File: src/rtl/core/mrds_pkg.sv
`timescale 1ns / 1ps
`default_nettype none
// ----------------------------------------------------------------------------
// Minimum rate deadline search package
// Sizes, request and result types, and the sequencer state type that the
// block's modules share.
// ----------------------------------------------------------------------------
package mrds_pkg;

    localparam int MAX_JOBS   = 1024;
    localparam int SIZE_WIDTH = 16;
    localparam int BUDGET_W   = 26;
    localparam int ADDR_W     = (MAX_JOBS > 1) ? $clog2(MAX_JOBS) : 1;
    localparam int COUNT_W    = $clog2(MAX_JOBS + 1);
    localparam int ACC_W      = COUNT_W + SIZE_WIDTH;
    localparam int CMP_W      = (ACC_W > BUDGET_W) ? ACC_W : BUDGET_W;
    localparam int RATE_W     = SIZE_WIDTH + 1;
    localparam int STEP_W     = $clog2(SIZE_WIDTH + 1);
    localparam int PADDR_W    = 3;
    localparam int PDATA_W    = 32;
    localparam int REG_IDX_W  = PADDR_W - 2;

    localparam logic [REG_IDX_W-1:0] REG_TIME_BUDGET = '0;
    localparam logic [BUDGET_W-1:0]  BUDGET_RESET    = BUDGET_W'(1);

    typedef struct packed {
        logic [SIZE_WIDTH-1:0] job_size;
        logic                  last_job;
    } job_t;

    typedef struct packed {
        logic [SIZE_WIDTH-1:0] min_rate;
        logic                  overflow;
    } result_t;

    typedef struct packed {
        logic                  wr_en;
        logic [ADDR_W-1:0]     wr_addr;
        logic [SIZE_WIDTH-1:0] wr_data;
        logic                  rd_en;
        logic [ADDR_W-1:0]     rd_addr;
    } mem_req_t;

    typedef struct packed {
        logic                  start;
        logic [SIZE_WIDTH-1:0] dividend;
        logic [SIZE_WIDTH-1:0] divisor;
    } div_req_t;

    typedef struct packed {
        logic                  done;
        logic [SIZE_WIDTH-1:0] quotient;
    } div_rsp_t;

    typedef enum logic [2:0] {
        ST_LOAD,
        ST_ROUND,
        ST_DIVIDE,
        ST_WAIT,
        ST_DECIDE,
        ST_DONE
    } state_t;

endpackage
`default_nettype wire

File: src/rtl/core/mrds_ctrl.sv
`timescale 1ns / 1ps
`default_nettype none
// ----------------------------------------------------------------------------
// Search sequencer
// Loads the job set, runs the binary search over rates with the shared
// divider, accumulates the totals and holds the result register.
// ----------------------------------------------------------------------------
module mrds_ctrl
    import mrds_pkg::*;
(
    input  wire logic                  clk,
    input  wire logic                  rst_n,
    input  wire logic                  job_valid,
    output logic                       job_ready,
    input  wire job_t                  job,
    output logic                       result_valid,
    input  wire logic                  result_ready,
    output result_t                    result,
    input  wire logic [BUDGET_W-1:0]   time_budget,
    output mem_req_t                   mem_req,
    input  wire logic [SIZE_WIDTH-1:0] mem_rd_data,
    output div_req_t                   div_req,
    input  wire div_rsp_t              div_rsp
);

    state_t                state_reg;
    state_t                state_next;
    logic [COUNT_W-1:0]    count_reg;
    logic [COUNT_W-1:0]    count_next;
    logic [SIZE_WIDTH-1:0] largest_reg;
    logic [SIZE_WIDTH-1:0] largest_next;
    logic                  dropped_reg;
    logic                  dropped_next;
    logic [RATE_W-1:0]     low_reg;
    logic [RATE_W-1:0]     low_next;
    logic [RATE_W-1:0]     high_reg;
    logic [RATE_W-1:0]     high_next;
    logic [SIZE_WIDTH-1:0] mid_reg;
    logic [SIZE_WIDTH-1:0] mid_next;
    logic [SIZE_WIDTH-1:0] best_reg;
    logic [SIZE_WIDTH-1:0] best_next;
    logic [ACC_W-1:0]      total_reg;
    logic [ACC_W-1:0]      total_next;
    logic [COUNT_W-1:0]    idx_reg;
    logic [COUNT_W-1:0]    idx_next;
    logic                  result_valid_reg;
    logic                  result_valid_next;
    result_t               result_reg;
    logic                  load_result;
    logic [RATE_W:0]       range_sum;

    always_comb
    begin
        state_next   = state_reg;
        count_next   = count_reg;
        largest_next = largest_reg;
        dropped_next = dropped_reg;
        low_next     = low_reg;
        high_next    = high_reg;
        mid_next     = mid_reg;
        best_next    = best_reg;
        total_next   = total_reg;
        idx_next     = idx_reg;
        load_result  = 1'b0;
        job_ready    = 1'b0;
        range_sum    = {1'b0, low_reg} + {1'b0, high_reg};

        mem_req.wr_en   = 1'b0;
        mem_req.wr_addr = count_reg[ADDR_W-1:0];
        mem_req.wr_data = job.job_size;
        mem_req.rd_en   = 1'b0;
        mem_req.rd_addr = '0;

        div_req.start    = 1'b0;
        div_req.dividend = mem_rd_data;
        div_req.divisor  = mid_reg;

        unique case (state_reg)
            ST_LOAD:
            begin
                job_ready = 1'b1;
                if (job_valid)
                begin
                    if (count_reg < COUNT_W'(MAX_JOBS))
                    begin
                        mem_req.wr_en = 1'b1;
                        count_next    = count_reg + COUNT_W'(1);
                        if (job.job_size > largest_reg)
                        begin
                            largest_next = job.job_size;
                        end
                    end
                    else
                    begin
                        dropped_next = 1'b1;
                    end
                    if (job.last_job)
                    begin
                        low_next   = RATE_W'(1);
                        high_next  = {1'b0, largest_next};
                        best_next  = '0;
                        state_next = ST_ROUND;
                    end
                end
            end
            ST_ROUND:
            begin
                if (low_reg <= high_reg)
                begin
                    mid_next        = range_sum[SIZE_WIDTH:1];
                    idx_next        = '0;
                    total_next      = '0;
                    mem_req.rd_en   = 1'b1;
                    mem_req.rd_addr = '0;
                    state_next      = ST_DIVIDE;
                end
                else
                begin
                    state_next = ST_DONE;
                end
            end
            ST_DIVIDE:
            begin
                div_req.start = 1'b1;
                state_next    = ST_WAIT;
            end
            ST_WAIT:
            begin
                if (div_rsp.done)
                begin
                    total_next = total_reg + ACC_W'(div_rsp.quotient);
                    idx_next   = idx_reg + COUNT_W'(1);
                    if (idx_next == count_reg)
                    begin
                        state_next = ST_DECIDE;
                    end
                    else
                    begin
                        mem_req.rd_en   = 1'b1;
                        mem_req.rd_addr = idx_next[ADDR_W-1:0];
                        state_next      = ST_DIVIDE;
                    end
                end
            end
            ST_DECIDE:
            begin
                if (CMP_W'(total_reg) <= CMP_W'(time_budget))
                begin
                    best_next = mid_reg;
                    high_next = {1'b0, mid_reg} - RATE_W'(1);
                end
                else
                begin
                    low_next = {1'b0, mid_reg} + RATE_W'(1);
                end
                state_next = ST_ROUND;
            end
            ST_DONE:
            begin
                if (!result_valid_reg || result_ready)
                begin
                    load_result  = 1'b1;
                    count_next   = '0;
                    largest_next = '0;
                    dropped_next = 1'b0;
                    state_next   = ST_LOAD;
                end
            end
            default:
            begin
                state_next = ST_LOAD;
            end
        endcase

        result_valid_next = (result_valid_reg && !result_ready) || load_result;
    end

    always_ff @(posedge clk or negedge rst_n)
    begin
        if (!rst_n)
        begin
            state_reg        <= ST_LOAD;
            count_reg        <= '0;
            largest_reg      <= '0;
            dropped_reg      <= 1'b0;
            low_reg          <= RATE_W'(1);
            high_reg         <= '0;
            best_reg         <= '0;
            total_reg        <= '0;
            idx_reg          <= '0;
            result_valid_reg <= 1'b0;
        end
        else
        begin
            state_reg        <= state_next;
            count_reg        <= count_next;
            largest_reg      <= largest_next;
            dropped_reg      <= dropped_next;
            low_reg          <= low_next;
            high_reg         <= high_next;
            best_reg         <= best_next;
            total_reg        <= total_next;
            idx_reg          <= idx_next;
            result_valid_reg <= result_valid_next;
        end
    end

    always_ff @(posedge clk)
    begin
        mid_reg <= mid_next;
        if (load_result)
        begin
            result_reg.min_rate <= best_reg;
            result_reg.overflow <= dropped_reg;
        end
    end

    assign result_valid = result_valid_reg;
    assign result       = result_reg;

endmodule
`default_nettype wire

File: config.mk
export PLATFORM = sky130hd
export DESIGN_NAME = mrds_ctrl
export DESIGN_NICKNAME = d
export VERILOG_FILES = /design/src/rtl/core/mrds_pkg.sv /design/src/rtl/core/mrds_ctrl.sv
export SDC_FILE = /design/constraint.sdc
export NUM_CORES = 1
export LEC_CHECK = 0
export ABC_CLOCK_PERIOD_IN_PS = 6200
export BUFFER_PORTS_ARGS = -buffer_cell sky130_fd_sc_hd__buf_4
export CELL_PAD_IN_SITES_DETAIL_PLACEMENT = 1
export CELL_PAD_IN_SITES_GLOBAL_PLACEMENT = 2
export CORE_AREA = 4 4 209 150
export CTS_CLUSTER_DIAMETER = 80
export DETAILED_ROUTE_END_ITERATION = 7
export DIE_AREA = 0 0 213 154
export PLACE_DENSITY_LB_ADDON = 0.1
export SLEW_MARGIN = 15
export SYNTH_ARGS = -nofsm -noshare
export SYNTH_HDL_FRONTEND = slang
export SYNTH_SLANG_ARGS = --single-unit
File: constraint.sdc
create_clock -name clk -period 6.2 [get_ports clk]
set_input_delay 0.31 -clock clk [delete_from_list [all_inputs] [get_ports clk]]
set_output_delay 0.31 -clock clk [all_outputs]
set_load 0.005 [all_outputs]
==> impl_metrics.toml, run 1 <==
[yosys]
syn_inst = 1225
ys_ff_latch = 153
syn_area_um2 = 11100
ys_warn_count = 0
syn_nets = 1402
synth_area_per_cell_um2 = 9.03
synth_cell_types = 77
synth_async_sr_flop_share_pct = 78.4
synth_ff_type = "dfrtp_1"
yosysSeqAreaShare_pct = 36.1
synth_edf_count = 33

[min_path]
hp-class = "input pin to register"
holdPathStages = 3

[critical_path]
cpMaxStageDelayCell = "nor4_1"
path_buf_inv = 1
startpoint_type = "register"
cp_max_fo = 12
arrival_ps = 3800
worst-setup-path-type = "register to output pin"
startpoint = "idx_reg[0]$_DFFE_PN0P_"
path_cells = "ha_1 > nand2_1 > or4_4 > a2111oi_2 > nand4_1 > nor4_1 > nand2b_2 > nor2_1 > buf_4"
worst-path-stages = 9
required_ps = 5890
worstRegToRegCells = 8
max_stage_delay_ps = 600
end_kind = "output pin"
reg2reg_slack_ps = 2290
crit_end = "mem_req[5]"
r2r_start = "total_reg[22]$_DFFE_PN0P_"
r2r-end = "best_reg[10]$_DFFE_PN0P_"
worst_path_dominant_cell_family = "simple AND/OR/NAND/NOR gates"

[floorplanning]
rows = 53
io_pins = 170
die-area_um2 = 32800
core_um2 = 29500
fp.dieH_um = 154
start_util_pct = 37.5
die_w_um = 213

[status]
status = "completed"

[drt]
dr.first_iter.drc_count = 601
drt-total-wl_mm = 36.4
final_antenna_net_count = 0
vias_per_cell = 5.55
drc = 0
wl_per_cell_um = 21.4
vias = 9413
drt-pass1-iter-count = 5

[power_and_ir_drop]
power_frac_seq_pct = 33.5
swShare_pct = 43.0
clock_power_share_pct = 21.4
power_leakage_nw = 5.89
vdd_drop_max_mv = 0.186
power.density_nw_per_um2 = 378
p_int_w = 0.00275
power_w = 0.00481
switching_power_w = 0.00207
combPwrFrac_pct = 45.1

[clock_network]
cts_sinks = 153
ctsHoldBuffers = 1
root_buffer = "clkbuf_16"
cts.htree.levels = 4
cts_buffers = 17
ctsLongestPathBuffers = 2
postCtsSetupBuffers = 0
clk_latency_ps = 450
clk_pin_slew_ps = 70
ctsResizeCount = 0
cts_tree = "built"

[layout]
largest_reg_flops = 27
nFillCells = 3449
fin_util_pct = 43.2
fin_nets = 1476
syn2layout_area_growth_pct = 15.2
drive_above_1_share_pct = 16.5
design_area_um2 = 12700
n_antenna_cell = 0

[timing]
rsz0062_at_grt = "false"
clock_skew_ps = 9.15
tns_ps = 0
worst_slew_pin_slew_ps = 1080
slew_violations = 0
whs_ps = 111
min_period_ps = 4110
relSlewSlack_pct = 27.2
hold_viol_final = 0
finalCritPeriodShare_pct = 66.3
setup_viol = 0
fmax_mhz = 243

[global_routing]
antenna_found_initial = 0
grt_pass1_vias = 9544
grt_pass1_wl_mm = 56.7
track_usage_pct = 22.2
overflow = 0
grt_start_max_net_pins = 54

[place]
hpwl_mm = 27.2
place_congestion = 0.834
post_dp_cell_area_um2 = 12200
portBuffers = 137

[run]
cap_violations = 0
-- synthesized netlist by cell type, types with 10 or more instances --
master / count / area, µm²
nand2_1: 120 / 450
dfrtp_1: 119 / 2980
ha_1: 95 / 1190
inv_1: 87 / 327
nor2_1: 80 / 300
a21oi_1: 56 / 280
o21ai_0: 49 / 245
nand3_1: 45 / 225
clkbuf_1: 44 / 165
buf_4: 43 / 323
xnor2_1: 41 / 359
mux2i_1: 34 / 340
xor2_1: 34 / 298
edfxtp_1: 33 / 991
o31ai_1: 29 / 218
nor3_1: 28 / 140
o211ai_1: 26 / 195
nand4_1: 16 / 100
a21o_1: 14 / 105
nand2b_1: 14 / 87.6
a211oi_1: 13 / 97.6
nor2b_1: 11 / 68.8
o21a_1: 11 / 82.6
and3_1: 10 / 62.6
mux2_2: 10 / 113
or3_1: 10 / 62.6
-- per-layer routing --
layer / track usage [%] / part of all wire (%)
met1: 34.0 / 52
met4: 4.69 / 1.1
met2: 32.3 / 42
met5: 0 / 0
met3: 4.39 / 4.8
-- tightest hold or removal path: cells and delay by family --
kind            cells  cell delay (ps)
buf+inv             1              100
simple gates        1               50
compound gates      1               60
-- power groups by stage --
stage	clock network (W)	logic (W)	registers [W]
2_1_floorplan	0	0.00153	0.00147
3_3_place_gp	0	0.00212	0.00162
3_5_place_dp	0	0.00217	0.00163
4_1_cts	0.00106	0.00218	0.00161
5_1_grt	0.00110	0.00242	0.00165
6_report	0.00103	0.00217	0.00161
-- layout make-up --
cell class	instances	area, µm²	area share [%]
Timing Repair Buffer	155	1170	9.15
Tap cell	385	482	3.78
Sequential cell	153	4000	31.3
Inverter	90	338	2.65
Clock inverter	10	93.8	0.736
Multi-Input combinational cell	882	6210	48.7
Clock buffer	22	465	3.65
-- kinds of logic after synthesis --
kind of cell,share of synthesized area [%]
mux,4.09
flops,36.1
buf+inv,8.05
simple gates,17.4
fa+ha+maj,11.1
xor+xnor,6.34
compound gates,16.9
-- how the worst min path moves through the flow --
stage	to	slack [ps]	startpoint
3_5_place_dp	total_reg[2]$_DFFE_PN0P_	370	rst_n
3_3_place_gp	total_reg[0]$_DFFE_PN0P_	370	rst_n
4_1_cts	largest_reg[13]$_DFFE_PN0P_	90	job[14]
6_report	largest_reg[13]$_DFFE_PN0P_	110	job[14]
2_1_floorplan	best_reg[0]$_DFFE_PN0P_	10	rst_n
5_1_grt	largest_reg[10]$_DFFE_PN0P_	110	job[11]
-- stage by stage --
| step | cells | setup slack (ps) |
|---|---|---|
| after global routing | 1697 | 1870 |
| final | 1697 | 2090 |
| after global placement | 1664 | 2380 |
| after CTS | 1697 | 2100 |
| after floorplan | 1225 | 3320 |
| after detailed placement | 1664 | 2250 |
-- cell usage in the layout (no fill, tap or decap), types with 33 or more instances in the layout --
| master | netlist | routed |
|---|---|---|
| nor2_1 | 80 | 80 |
| nand3_1 | 45 | 45 |
| mux2i_1 | 34 | 34 |
| dfrtp_1 | 119 | 119 |
| inv_1 | 87 | 87 |
| edfxtp_1 | 33 | 33 |
| nand2_1 | 120 | 120 |
| xnor2_1 | 41 | 41 |
| buf_4 | 43 | 154 |
| ha_1 | 95 | 95 |
| o21ai_0 | 49 | 49 |
| a21oi_1 | 56 | 56 |
| xor2_1 | 34 | 34 |
Power figures use the tool's default switching activity.
==> inputs of run 2 (changes only) <==
ABC_CLOCK_PERIOD_IN_PS = 3400   (was 6200)
CORE_AREA = 4 4 228 163   (was 4 4 209 150)
DIE_AREA = 0 0 232 167   (was 0 0 213 154)
clock period = 3.4 ns   (was 6.2 ns; I/O delays follow)
==> run 2 against run 1 <==
  * First-iteration DRC count shrank 6.2%
  * Critical path type unchanged
  * Largest cell class unchanged
  * Flip-flop and latch count unchanged
  * Largest power group unchanged
  * Register-to-register slack lost 2100 ps
  * Die area grew 18%
==> impl_metrics.toml, run 2 (same netlist as run 1, synthesis figures left out) <==
[status]
status = "completed"

[layout]
stdcell_count = 1844
syn2layout_area_growth_pct = 22.0
fin_util_pct = 38.9
design_area_um2 = 13500
ff_latch_area_um2 = 4000
fin_nets = 1536
final_cell_mix = "193 x buf_4, 119 x nand2_1, 118 x dfrtp_1"
final_common_cell = "buf_4"
multi_input_comb_area_um2 = 6280
largest_reg_flops = 27
nFillCells = 4030
n_antenna_cell = 0
drive_above_1_share_pct = 19.5

[place]
dp_slack_ps = 128
placed_cells = 1788
post_dp_cell_area_um2 = 12600
portBuffers = 137
place_congestion = 0.842
hpwl_mm = 28.2

[drt]
vias_per_cell = 5.13
wl_per_cell_um = 20.3
wl_met3_mm = 1.17
routed-wl-met2_mm = 15.5
final_antenna_net_count = 0
drt-pass1-iter-count = 5
dr.first_iter.drc_count = 564
drc = 0
wl_met1_mm = 20.5
top_layer = "met4"
drt-total-wl_mm = 37.4
vias = 9451

[global_routing]
overflow = 0
antenna_found_initial = 0
track_usage_pct = 19.6
grt_pass1_wl_mm = 58.9
grt_pass1_vias = 9685
grt_start_max_net_pins = 44

[min_path]
hp-class = "input pin to register"
holdPathStages = 4

[timing]
min_period_ps = 3250
tns_ps = 0
relSlewSlack_pct = 24.0
setup_viol = 0
fmax_mhz = 307
finalCritPeriodShare_pct = 95.7
slew_violations = 0
clock_skew_ps = 12.2
worst_slack_ps = 147
rsz0062_at_grt = "false"
hold_viol_final = 0
worst_slew_pin_slew_ps = 1130

[critical_path]
required_ps = 3230
worstRegToRegCells = 10
path_buf_inv = 1
end_kind = "output pin"
arrival_ps = 3080
cp_max_fo = 6
worst-setup-path-type = "register to output pin"
startpoint_type = "register"
path_cells = "ha_4 > nand2_2 > or4_4 > a2111oi_4 > nand4_1 > nor4_4 > nand2b_4 > nor2_1 > buf_4"
worst_path_dominant_cell_family = "simple AND/OR/NAND/NOR gates"
worst-path-stages = 9
cpMaxStageDelayCell = "or4_4"
max_stage_delay_ps = 560

[clock_network]
clk_pin_slew_ps = 80
cts_tree = "built"
cts_buffers = 17
root_buffer = "clkbuf_16"
ctsLongestPathBuffers = 2
cts_sinks = 153
clk_latency_ps = 450
cts.htree.levels = 4

[run]
cap_violations = 0

[floorplanning]
start_util_pct = 31.9
fp.dieH_um = 167
die_w_um = 232
die-area_um2 = 38700
core_um2 = 34700
rows = 57
io_pins = 170

[power_and_ir_drop]
power.density_nw_per_um2 = 692
vdd_drop_max_mv = 0.320
power_leakage_nw = 6.22
==> run 2: cell types whose count changed in the layout (fill, tap and decap cells not counted), moves of 2 or more <==
cell           delta
buf_4            +39
inv_6             +6
clkbuf_1          -4
nand2b_4          +2
bufinv_16         +2
buf_12            +2
dlygate4sd3_1    +18
clkinvlp_4        -2
==> run 2: area by class of cell <==
type | instances | share of cell area [%]
multi-input cells | 883 | 46.5
flip-flops and latches | 153 | 29.6
repair buffers | 214 | 12.4
well taps | 472 | 4.38
clock buffers | 17 | 3.15
inverters | 90 | 2.50
clock inverters | 15 | 1.38
==> run 2: final timing paths <==
check                                                from                        end  slack, ps
worst min-delay path                           div_rsp[0]   total_reg[0]$_DFFE_PN0P_         60
worst min register to register   best_reg[15]$_DFFE_PN0P_       result[16]$_DFFE_PP_        450
worst max register to register  total_reg[12]$_DFFE_PN0P_   high_reg[13]$_DFFE_PN0P_        180
min in group asynchronous                           rst_n  total_reg[14]$_DFFE_PN0P_        270
max in group asynchronous                           rst_n     low_reg[0]$_DFFE_PN1P_       2370
worst max-delay path               idx_reg[1]$_DFFE_PN0P_                 mem_req[5]        150
==> run 2: worst min-delay path, delay by kind of cell <==
| kind | cells | cell delay [ps] |
|---|---|---|
| fa+ha+maj | 1 | 120 |
| buf+inv | 1 | 90 |
| compound gates | 1 | 60 |
| simple gates | 1 | 40 |
==> run 2: metrics by stage <==
| stage | total power, W | hold WS (ps) |
|---|---|---|
| 2_1_floorplan | 0.00547 | -126 |
| 3_3_place_gp | 0.00708 | 220 |
| 3_5_place_dp | 0.00716 | 229 |
| 4_1_cts | 0.00941 | 35.8 |
| 5_1_grt | 0.0101 | 55.8 |
| 6_report | 0.00934 | 58.3 |
==> run 2: metal layers <==
metal / up-vias / track usage, %
li1: 4589 / -
met3: 18 / 3.45
met1: 4681 / 31.1
met5: - / 0
met4: 0 / 3.35
met2: 163 / 27.8
==> run 2: what timing repair did <==
item,in CTS,in global routing
resized for setup,5,6
cloned,1,0
hold endpoints to repair,56,0
hold buffers,19,0
buffers inserted,2,2
pin swaps,1,3
endpoints found under the setup margin,11,28
==> run 2: power by group <==
| group | internal [W] | leakage (nW) | switching (W) | total [W] |
|---|---|---|---|---|
| combinational | 0.00183 | 4.05 | 0.00263 | 0.00446 |
| sequential | 0.00236 | 1.88 | 0.000429 | 0.00279 |
| clock | 0.00117 | 0.300 | 0.000911 | 0.00208 |
==> inputs of run 3 (changes only) <==
CORE_AREA = 2 2 226 161   (was 4 4 228 163)
DIE_AREA = 0 0 228 163   (was 0 0 232 167)
==> run 3 against run 2 <==
  * Wire length up 2.6%
  * Combinational power up 1%
  * Register-to-register slack better by 30 ps
  * Fmax up 0.59%
  * Clock skew up 1.3 ps
  * Power up 0.32%
  * Largest power group unchanged
==> impl_metrics.toml, run 3 (same netlist as run 1, synthesis figures left out) <==
[floorplanning]
rows = 58
die-area_um2 = 37200
die_w_um = 228
io_pins = 170
fp.dieH_um = 163
start_util_pct = 31.4
core_um2 = 35300

[global_routing]
antenna_found_initial = 0
track_usage_pct = 21.0
grt_pass1_vias = 9628
grt_pass1_wl_mm = 59.5
overflow = 0
grt_start_max_net_pins = 50

[drt]
vias = 9599
dr.first_iter.drc_count = 583
wl_per_cell_um = 20.7
drt-pass1-iter-count = 5
drc = 0
drt-total-wl_mm = 38.4
vias_per_cell = 5.17
final_antenna_net_count = 0

[timing]
relSlewSlack_pct = 35.5
worst_slack_ps = 167
fmax_mhz = 309
tns_ps = 0
setup_viol = 0
hold_viol_final = 0
worst_slew_pin_slew_ps = 966
min_period_ps = 3230
clock_skew_ps = 13.6
finalCritPeriodShare_pct = 95.1
slew_violations = 0

[critical_path]
arrival_ps = 3060
cp_max_fo = 6
end_kind = "output pin"
startpoint_type = "register"
required_ps = 3230
worst-setup-path-type = "register to output pin"

[layout]
stdcell_count = 1855
syn2layout_area_growth_pct = 21.8
fin_nets = 1539
nFillCells = 4116
final_cell_mix = "198 x buf_4, 119 x nand2_1, 119 x dfrtp_1"
drive_above_1_share_pct = 19.6
fin_util_pct = 38.2
final_common_cell = "buf_4"
n_antenna_cell = 0
largest_reg_flops = 27

[clock_network]
clk_latency_ps = 450
cts.htree.levels = 4
root_buffer = "clkbuf_16"
ctsLongestPathBuffers = 2
cts_buffers = 17
cts_tree = "built"
clk_pin_slew_ps = 70
cts_sinks = 153

[power_and_ir_drop]
vdd_drop_max_mv = 0.352
power.density_nw_per_um2 = 695
power_leakage_nw = 6.22
power_w = 0.00937

[status]
status = "completed"

[place]
portBuffers = 137
hpwl_mm = 29.2
placed_cells = 1803
place_congestion = 0.814
dp_slack_ps = 66.7

[min_path]
hp-class = "input pin to register"

[run]
cap_violations = 0
==> run 3: area by class of cell <==
class,instances,area [µm²],share of cell area (%)
multi-input combinational,883,6250,46.3
sequential,153,4000,29.6
timing repair buffer,217,1690,12.5
tap,480,601,4.46
clock buffer,17,425,3.16
inverter,90,338,2.51
clock inverter,15,186,1.38
==> run 3: repair_timing <==
| action | 4_1_cts | 5_1_grt |
|---|---|---|
| gates resized for setup | 4 | 4 |
| pin swaps | 1 | 0 |
| cloned | 1 | 0 |
| setup endpoints to repair | 11 | 32 |
| endpoints found under the hold margin | 65 | 0 |
| hold buffers | 18 | 0 |
| setup buffers | 1 | 0 |
==> run 3: path summary, 6_finish.rpt <==
check	cells past startpoint	startpoint	to	slack, ps
max in group asynchronous	3	rst_n	low_reg[9]$_DFFE_PN0P_	2240
setup reg to reg	9	total_reg[22]$_DFFE_PN0P_	high_reg[7]$_DFFE_PN0P_	210
setup / recovery	9	idx_reg[1]$_DFFE_PN0P_	mem_req[7]	170
min in group asynchronous	2	rst_n	idx_reg[0]$_DFFE_PN0P_	290
hold reg to reg	0	best_reg[14]$_DFFE_PN0P_	result[15]$_DFFE_PP_	450
hold / removal	3	job_valid	dropped_reg$_DFFE_PN0P_	30
==> run 3: stage by stage <==
stage               cell area (µm²)  hold WS (ps)
finish                        13500          25.0
global placement              12600           268
CTS                           13500         0.803
global route                  13500          36.9
detailed placement            12600           270
floorplan                     11100          -126
==> run 3: critical path, stage by stage (launching register included) <==
cell and delay, ps:
dfrtp_1 370, ha_2 250, nand2_2 120, or4_4 560
a2111oi_2 390, nand4_1 190, nor4_4 250, nand2b_4 270
nor2_2 50, buf_4 150
==> run 3: where the power goes <==
| group | switching [W] | total [W] | leakage (nW) | internal, W |
|---|---|---|---|---|
| combinational | 0.00269 | 0.00452 | 4.05 | 0.00184 |
| sequential | 0.000409 | 0.00277 | 1.88 | 0.00236 |
| clock | 0.000902 | 0.00207 | 0.295 | 0.00117 |
| total | 0.00400 | 0.00937 | 6.22 | 0.00537 |
==> run 3: metal layers <==
layer	GRT usage, %	vias to the layer above	wire length (µm)
met2	29.5	191	15400
li1	-	4599	-
met3	3.68	23	1490
met4	3.68	0	286
met5	0	-	0
met1	33.3	4786	21200
